$ cat src/hw/rtl/rtcbl_pkg.sv
// Shared types, constants and helper functions of the RTC BCD to local date/time unit.
`default_nettype none

package rtcbl_pkg;

    // Offset register: quarter hours biased so that the reset value means UTC+0
    localparam int OFFSET_RESET = 48;
    localparam int OFFSET_BIAS  = 48;
    localparam int OFFSET_MAX   = 104;
    localparam int QUARTER_MIN  = 15;

    localparam int MIN_PER_HOUR  = 60;
    localparam int HOURS_PER_DAY = 24;
    localparam int NOON_HOUR     = 12;

    localparam int MONTH_JAN = 1;
    localparam int MONTH_FEB = 2;
    localparam int MONTH_DEC = 12;

    localparam int YEAR_BASE = 2000;
    // Only century year within reach of the two-digit year (plus or minus a day) that is not leap
    localparam int YEAR_CENTURY_COMMON = 2100;

    // Configuration port
    localparam int APB_ADDR_W = 3;
    localparam int APB_DATA_W = 32;
    localparam logic [0:0] REG_UTC_OFFSET = 1'b0;

    typedef struct packed {
        logic [7:0] raw_minutes;
        logic [7:0] raw_hours;
        logic [7:0] raw_weekday;
        logic [7:0] raw_day;
        logic [7:0] raw_month;
        logic [7:0] raw_year;
    } t_in;

    typedef struct packed {
        logic        ok;
        logic [2:0]  local_weekday;
        logic [5:0]  local_day;
        logic [3:0]  local_month;
        logic [11:0] local_year;
        logic [5:0]  local_hour;
        logic [5:0]  local_minute;
    } t_out;

    // Decoded register snapshot, handed from the decoder to the rollover logic
    typedef struct packed {
        logic [6:0] minute;
        logic [5:0] hour;
        logic [2:0] weekday;
        logic [5:0] day;
        logic [4:0] month;
        logic [7:0] year;
    } t_dec;

    // Two BCD digits taken at face value: tens * 10 + ones
    function automatic logic [7:0] bcd_val(input logic [7:0] b);
        logic [7:0] tens;
        tens = {4'b0000, b[7:4]};
        return (tens << 3) + (tens << 1) + {4'b0000, b[3:0]};
    endfunction

    // Days in month mo (1..12) of full year yr (1999..2166)
    function automatic logic [4:0] month_days(input logic [3:0] mo, input logic [11:0] yr);
        logic       leap;
        logic [4:0] len;
        leap = (yr[1:0] == 2'b00) && (yr != 12'(YEAR_CENTURY_COMMON));
        case (mo)
            4'd1:    len = 5'd31;
            4'd2:    len = leap ? 5'd29 : 5'd28;
            4'd3:    len = 5'd31;
            4'd4:    len = 5'd30;
            4'd5:    len = 5'd31;
            4'd6:    len = 5'd30;
            4'd7:    len = 5'd31;
            4'd8:    len = 5'd31;
            4'd9:    len = 5'd30;
            4'd10:   len = 5'd31;
            4'd11:   len = 5'd30;
            4'd12:   len = 5'd31;
            default: len = 5'd30;
        endcase
        return len;
    endfunction

endpackage

`default_nettype wire

$ cat src/hw/rtl/rtcbl_decode.sv
// BCD decode of the raw clock register bytes, with 12h to 24h conversion.
`default_nettype none

module rtcbl_decode
    import rtcbl_pkg::*;
(
    input  t_in  i_raw,
    output t_dec o_dec
);

    logic [7:0] min_full;
    logic [7:0] h12_full;
    logic [7:0] h12;
    logic [7:0] h24_full;
    logic [7:0] hour_full;
    logic [7:0] day_full;
    logic [7:0] month_full;

    assign min_full   = bcd_val({1'b0, i_raw.raw_minutes[6:0]});
    assign h12_full   = bcd_val({3'b000, i_raw.raw_hours[4:0]});
    assign h24_full   = bcd_val({2'b00, i_raw.raw_hours[5:0]});
    assign day_full   = bcd_val({2'b00, i_raw.raw_day[5:0]});
    assign month_full = bcd_val({3'b000, i_raw.raw_month[4:0]});

    // Twelve o'clock counts as hour zero before PM is applied
    assign h12 = (h12_full == 8'(NOON_HOUR)) ? 8'd0 : h12_full;

    always_comb begin
        if (i_raw.raw_hours[6]) begin
            hour_full = i_raw.raw_hours[5] ? h12 + 8'(NOON_HOUR) : h12;
        end else begin
            hour_full = h24_full;
        end
    end

    assign o_dec.minute  = min_full[6:0];
    assign o_dec.hour    = hour_full[5:0];
    assign o_dec.weekday = i_raw.raw_weekday[2:0];
    assign o_dec.day     = day_full[5:0];
    assign o_dec.month   = month_full[4:0];
    assign o_dec.year    = bcd_val(i_raw.raw_year);

endmodule

`default_nettype wire

$ cat src/hw/rtl/rtcbl_roll.sv
// UTC offset addition and one-day calendar rollover on decoded clock fields.
`default_nettype none

module rtcbl_roll
    import rtcbl_pkg::*;
(
    input  t_dec       i_dec,
    input  logic [7:0] i_offset,
    output t_out       o_res
);

    logic               ok;
    logic [6:0]         off_c;
    logic signed [7:0]  dq;
    logic signed [7:0]  dh;
    logic [5:0]         dm;
    logic [7:0]         msum;
    logic [7:0]         mloc;
    logic [1:0]         carry;
    logic signed [7:0]  hsum;
    logic signed [7:0]  hloc;
    logic               back;
    logic               fwd;
    logic [3:0]         mo;
    logic [11:0]        yr;
    logic [3:0]         prev_mo;
    logic [11:0]        prev_yr;
    logic [3:0]         next_mo;
    logic [11:0]        next_yr;
    logic [4:0]         prev_len;
    logic [4:0]         cur_len;
    logic [5:0]         day_inc;
    logic [5:0]         day_loc;
    logic [3:0]         mo_loc;
    logic [11:0]        yr_loc;
    logic [2:0]         wd_loc;

    always_comb begin
        ok = (i_dec.month >= 5'(MONTH_JAN)) && (i_dec.month <= 5'(MONTH_DEC));

        // Split the offset into whole hours (floor) and the leftover quarters
        off_c = (i_offset > 8'(OFFSET_MAX)) ? 7'(OFFSET_MAX) : i_offset[6:0];
        dq    = $signed({1'b0, off_c}) - $signed(8'(OFFSET_BIAS));
        dh    = dq >>> 2;
        dm    = 6'(dq[1:0]) * 6'(QUARTER_MIN);

        // Normalise minutes, carrying at most two hours
        msum = {1'b0, i_dec.minute} + {2'b00, dm};
        if (msum >= 8'(2 * MIN_PER_HOUR)) begin
            mloc  = msum - 8'(2 * MIN_PER_HOUR);
            carry = 2'd2;
        end else if (msum >= 8'(MIN_PER_HOUR)) begin
            mloc  = msum - 8'(MIN_PER_HOUR);
            carry = 2'd1;
        end else begin
            mloc  = msum;
            carry = 2'd0;
        end

        hsum = $signed({2'b00, i_dec.hour}) + dh + $signed({6'b000000, carry});
        back = hsum[7];
        fwd  = !back && (hsum >= $signed(8'(HOURS_PER_DAY)));
        if (back) begin
            hloc = hsum + $signed(8'(HOURS_PER_DAY));
        end else if (fwd) begin
            hloc = hsum - $signed(8'(HOURS_PER_DAY));
        end else begin
            hloc = hsum;
        end

        // Neighbouring months with year wrap
        mo = i_dec.month[3:0];
        yr = 12'(YEAR_BASE) + {4'b0000, i_dec.year};
        if (mo == 4'(MONTH_JAN)) begin
            prev_mo = 4'(MONTH_DEC);
            prev_yr = yr - 12'd1;
        end else begin
            prev_mo = mo - 4'd1;
            prev_yr = yr;
        end
        if (mo == 4'(MONTH_DEC)) begin
            next_mo = 4'(MONTH_JAN);
            next_yr = yr + 12'd1;
        end else begin
            next_mo = mo + 4'd1;
            next_yr = yr;
        end
        prev_len = month_days(prev_mo, prev_yr);
        cur_len  = month_days(mo, yr);
        day_inc  = i_dec.day + 6'd1;

        day_loc = i_dec.day;
        mo_loc  = mo;
        yr_loc  = yr;
        wd_loc  = i_dec.weekday;
        if (back) begin
            // Day zero or one drops to the last day of the previous month
            if (i_dec.day <= 6'd1) begin
                day_loc = {1'b0, prev_len};
                mo_loc  = prev_mo;
                yr_loc  = prev_yr;
            end else begin
                day_loc = i_dec.day - 6'd1;
            end
            wd_loc = (i_dec.weekday <= 3'd1) ? i_dec.weekday + 3'd6 : i_dec.weekday - 3'd1;
        end else if (fwd) begin
            if (day_inc > {1'b0, cur_len}) begin
                day_loc = 6'd1;
                mo_loc  = next_mo;
                yr_loc  = next_yr;
            end else begin
                day_loc = day_inc;
            end
            wd_loc = (i_dec.weekday == 3'd7) ? 3'd1 : i_dec.weekday + 3'd1;
        end

        if (ok) begin
            o_res.ok            = 1'b1;
            o_res.local_weekday = wd_loc;
            o_res.local_day     = day_loc;
            o_res.local_month   = mo_loc;
            o_res.local_year    = yr_loc;
            o_res.local_hour    = hloc[5:0];
            o_res.local_minute  = mloc[5:0];
        end else begin
            o_res = '0;
        end
    end

endmodule

`default_nettype wire

$ cat src/hw/rtl/rtc_bcd_to_local_date_time_unit.sv
// Top level: input register, decode and rollover logic, result register and offset register.
// Throughput: one item per cycle; the whole conversion is a single pass of logic between the two
// registers, so a new transfer is taken every cycle while the result side keeps up.
// Reset: synchronous, active low; clears both valid flags and sets the UTC offset register to 48
// (UTC+0). Payload registers are not reset.
`default_nettype none

module rtc_bcd_to_local_date_time_unit
    import rtcbl_pkg::*;
(
    input  wire logic                  i_clk,
    input  wire logic                  i_rst_n,

    // Input channel
    input  wire logic                  i_in_valid,
    output logic                       o_in_stall,
    input  wire t_in                   i_in_data,

    // Result channel
    output logic                       o_out_valid,
    input  wire logic                  i_out_stall,
    output t_out                       o_out_data,

    // Configuration port
    input  wire logic                  psel,
    input  wire logic                  penable,
    input  wire logic                  pwrite,
    input  wire logic [APB_ADDR_W-1:0] paddr,
    input  wire logic [APB_DATA_W-1:0] pwdata,
    output logic [APB_DATA_W-1:0]      prdata,
    output logic                       pready
);

    // Pipeline registers
    logic       r_in_vld;
    t_in        r_in;
    logic       r_out_vld;
    t_out       r_out;
    logic [7:0] r_offset;

    logic       adv_out;
    logic       adv_in;
    logic       cfg_wr;
    t_dec       dec;
    t_out       n_out;

    // The result register may load when empty or when its transfer completes this cycle;
    // the input register may load when empty or when it hands on to the result register.
    assign adv_out    = !r_out_vld || !i_out_stall;
    assign adv_in     = !r_in_vld || adv_out;
    assign o_in_stall = !adv_in;

    assign o_out_valid = r_out_vld;
    assign o_out_data  = r_out;

    // Decode the held snapshot, then apply the offset and roll the date
    rtcbl_decode u_decode (
        .i_raw (r_in),
        .o_dec (dec)
    );

    rtcbl_roll u_roll (
        .i_dec    (dec),
        .i_offset (r_offset),
        .o_res    (n_out)
    );

    always_ff @(posedge i_clk) begin
        if (!i_rst_n) begin
            r_in_vld  <= 1'b0;
            r_out_vld <= 1'b0;
        end else begin
            if (adv_in) begin
                r_in_vld <= i_in_valid;
            end
            if (adv_out) begin
                r_out_vld <= r_in_vld;
            end
        end
    end

    // Payload: capture on transfer, hold otherwise
    always_ff @(posedge i_clk) begin
        if (i_in_valid && adv_in) begin
            r_in <= i_in_data;
        end
        if (r_in_vld && adv_out) begin
            r_out <= n_out;
        end
    end

    // Configuration: a single byte-wide register at word 0; writes elsewhere are dropped
    assign pready = 1'b1;
    assign cfg_wr = psel && penable && pwrite && pready && (paddr[2] == REG_UTC_OFFSET);

    always_ff @(posedge i_clk) begin
        if (!i_rst_n) begin
            r_offset <= 8'(OFFSET_RESET);
        end else if (cfg_wr) begin
            r_offset <= pwdata[7:0];
        end
    end

    assign prdata = (paddr[2] == REG_UTC_OFFSET) ? {{(APB_DATA_W-8){1'b0}}, r_offset} : '0;

endmodule

`default_nettype wire
$ cat config.mk
export PLATFORM = sky130hd
export DESIGN_NAME = rtc_bcd_to_local_date_time_unit
export DESIGN_NICKNAME = d
export VERILOG_FILES = /design/src/hw/rtl/rtcbl_pkg.sv /design/src/hw/rtl/rtcbl_decode.sv /design/src/hw/rtl/rtcbl_roll.sv /design/src/hw/rtl/rtc_bcd_to_local_date_time_unit.sv
export SDC_FILE = /design/constraint.sdc
export NUM_CORES = 1
export LEC_CHECK = 0
export BUFFER_PORTS_ARGS = -buffer_cell sky130_fd_sc_hd__buf_2
export CELL_PAD_IN_SITES_DETAIL_PLACEMENT = 2
export CELL_PAD_IN_SITES_GLOBAL_PLACEMENT = 2
export CORE_ASPECT_RATIO = 0.5
export CORE_UTILIZATION = 34
export CTS_BUF_LIST = sky130_fd_sc_hd__clkbuf_2 sky130_fd_sc_hd__clkbuf_4 sky130_fd_sc_hd__clkbuf_8
export CTS_CLUSTER_DIAMETER = 120
export DETAILED_ROUTE_END_ITERATION = 12
export GPL_ROUTABILITY_DRIVEN = 0
export PLACE_DENSITY_LB_ADDON = 0.1
export SLEW_MARGIN = 20
export SYNTH_ARGS = -nofsm -noshare
export SYNTH_HDL_FRONTEND = slang
export SYNTH_SLANG_ARGS = --single-unit
$ cat constraint.sdc
create_clock -name i_clk -period 9.44 [get_ports i_clk]
set_input_delay 1.888 -clock i_clk [delete_from_list [all_inputs] [get_ports i_clk]]
set_output_delay 1.888 -clock i_clk [all_outputs]
set_load 0.005 [all_outputs]
==> results.toml <==
[critical_path]
worst-setup-path-type = "reg -> reg"
path_delay_family = "adder cells"
path_common_cell = "fa_1"
worst_path_largest_cell_delay_ns = 0.72
cp.required_ns = 9.66
path_buf_inv = 2
crit_slowest_cell = "and2_1"
endpoint_kind = "flop"
startpoint_type = "flop"
worst-path-max-fanout = 18
cp_data_arrival_time_ns = 8.34
r2r_setup_slack_ns = 1.33

[global_route]
grt_antenna_before_repair = 0
gr-usage-all-layers_pct = 19.73
grt_pass1_wl_um = 29360
gr-total-overflow = 0
grt_pass1_vias = 5556
grt_max_degree = 39

[finish]
ff_latch_area_um2 = 2422
area_growth_pct = 14.31
drive_above_1_share_pct = 18.87
num_antenna_cells = 0
multi_input_area_um2 = 3543
nets = 888
finish.utilization_pct = 40.52
n_fill_cell = 1944

[timing]
finalCritPeriodShare_pct = 85.94
slew_headroom_pct = 41.04
setup_viol = 0
fin_ws_ns = 1.327
skew_ns = 0.01348
worst_pin_slew_ns = 0.8815
fmax_mhz = 123.3
tns_ns = 0
hold_viol = 0
rsz0062_at_grt = "no"
maxSlewViolCount = 0
period_needed_ns = 8.113
holdWs_ns = 0.5098

[run_status]
outcome = "completed"

[power_and_ir_drop]
power_mw = 1.220
p_leak_nw = 3.082
peakVddDrop_uv = 74.87
power.density_nw_per_um2 = 169.7

[synth]
yosysTopAreaCellShare_pct = 35.34
async_reset_ff_share_pct = 0
yosysTopAreaCell = "edfxtp_1"
ys_warn_count = 0
synth_commonest_cells = "74 x edfxtp_1, 64 x ha_1, 51 x nand2_1"
syn_area_um2 = 6289
synth-edff-count = 74
ys_ff_latch = 84
ys.flop_type = "edfxtp_1"
synth.most_common_cell = "edfxtp_1"
syn_inst = 628
synthTopCellsByArea = "edfxtp_1 35%, ha_1 13%, fa_1 4.1%"
yosys.cell_types.count = 67
syn_avg_cell_area_um2 = 10.01
ys_seq_area_share_pct = 38.52

[drt]
first_iter_violations = 165
wl_met1_um = 8356
detail_route.wl_per_cell_um = 18.73
num_vias = 5075
met2_length_um = 8799
dr.pass1.iters = 6
viasPerCell = 5.286
wl_um = 17980
ant_nets = 0
wl_met3_um = 696
maxUsedRoutingLayer = "met4"
drc = 0

[floorplan]
rows = 34
dieArea_um2 = 19080
die-width_um = 194.3
core_um2 = 17740
io_pins = 163
die_h_um = 98.17
initial_core_util_pct = 35.45

[clock_tree]
cts.path.max_buffers = 2
postCtsHoldBufs = 0
clockRootBuffer = "clkbuf_8"
cts_setup_buffers = 0
htree_levels = 3
insertion_delay_ns = 0.39
cts_tree = "yes"
cts.sinks = 84
clk_pin_slew_ns = 0.09
cts_buffers = 9
ctsResizeCount = 0

[placement]
dp_hpwl_um = 13460
port_buffers = 99
pre_cts_ws_ns = 1.292

[hold_path]
hp-class = "reg -> reg"

[job]
cap_violations = 0
-- logic make-up after synthesis --
kind of cell               Yosys count  share of synthesized area (%)
AOI/OAI and AO/OA                  144                          16.10
xor gates and xnor gates            28                          4.019
adders and majority gates           77                          16.87
buffers and inverters               85                          6.805
DFF                                 84                          38.52
muxes                                8                          1.333
other                                2                         0.1194
and+or+nand+nor                    200                          16.24
-- state kept, by name (all words and copies together), names as in the netlist --
name         count
o_out_data      38
o_out_valid      1
r_in            36
r_in_vld         1
r_offset         8
-- placed cells by master (no fill, tap or decap), types with 7 or more instances in the layout --
master	n
nand3_1	20
nand2_1	51
nor2b_1	16
a21boi_0	8
edfxtp_1	74
clkbuf_8	9
dfxtp_1	10
nand4_1	9
conb_1	25
a21o_1	9
fa_1	13
nor2_1	39
a31oi_1	8
buf_2	99
o21ai_0	22
xnor2_1	18
and3_1	8
and2_1	12
ha_1	64
nand2b_1	11
mux2i_1	7
a21oi_1	28
xor2_1	9
inv_1	40
nor3_1	10
a211oi_1	12
-- worst reg2reg max path: stages (launching register included) --
cell      delay (ns)
dfxtp_1         0.39
o31ai_1         0.26
nand2b_1        0.08
a31oi_1         0.34
nand3_1         0.14
o21ai_0         0.18
ha_1            0.32
fa_1            0.54
fa_1            0.43
ha_1            0.24
fa_1            0.41
xor2_1          0.31
nand2_1         0.10
o31a_1          0.36
fa_1            0.48
inv_1           0.07
ha_1            0.16
inv_1           0.06
fa_1            0.40
nand2b_2        0.25
a211oi_4        0.27
mux2i_2         0.42
and2_1          0.72
nand3_2         0.42
or3_1           0.43
a31oi_1         0.18
-- path summary, 6_finish.rpt --
kind               start        endpoint  cells past startpoint
max          r_offset[1]  o_out_data[27]                     25
min          r_offset[0]     r_offset[0]                      2
max reg2reg  r_offset[1]  o_out_data[27]                     25
min reg2reg  r_offset[0]     r_offset[0]                      2
-- stage by stage --
step | area, um2 | std cells
after floorplan | 6375 | 651
after global placement | 6942 | 944
after detailed placement | 6942 | 944
after CTS | 7188 | 960
after global routing | 7188 | 960
final | 7188 | 960
-- report_power, final --
group | total (mW) | switching [mW] | internal (mW)
clock | 0.328 | 0.150 | 0.177
sequential | 0.461 | 0.0152 | 0.446
combinational | 0.432 | 0.269 | 0.163
-- metal layers --
layer,up-vias,GRT usage (%)
met5,-,0
met4,0,4.579
met3,10,4.491
met2,93,34.84
met1,2547,24.58
li1,2425,-
-- layout make-up --
cell class                      instances  share of cell area, %
Inverter                               40                  2.089
Timing Repair Buffer                  104                  7.415
Multi-Input combinational cell        482                  49.30
Sequential cell                        84                  33.70
Clock buffer                            9                  1.723
Clock inverter                          7                  1.706
Tap cell                              234                  4.073
No activity file was read; power rests on OpenSTA's default activity.
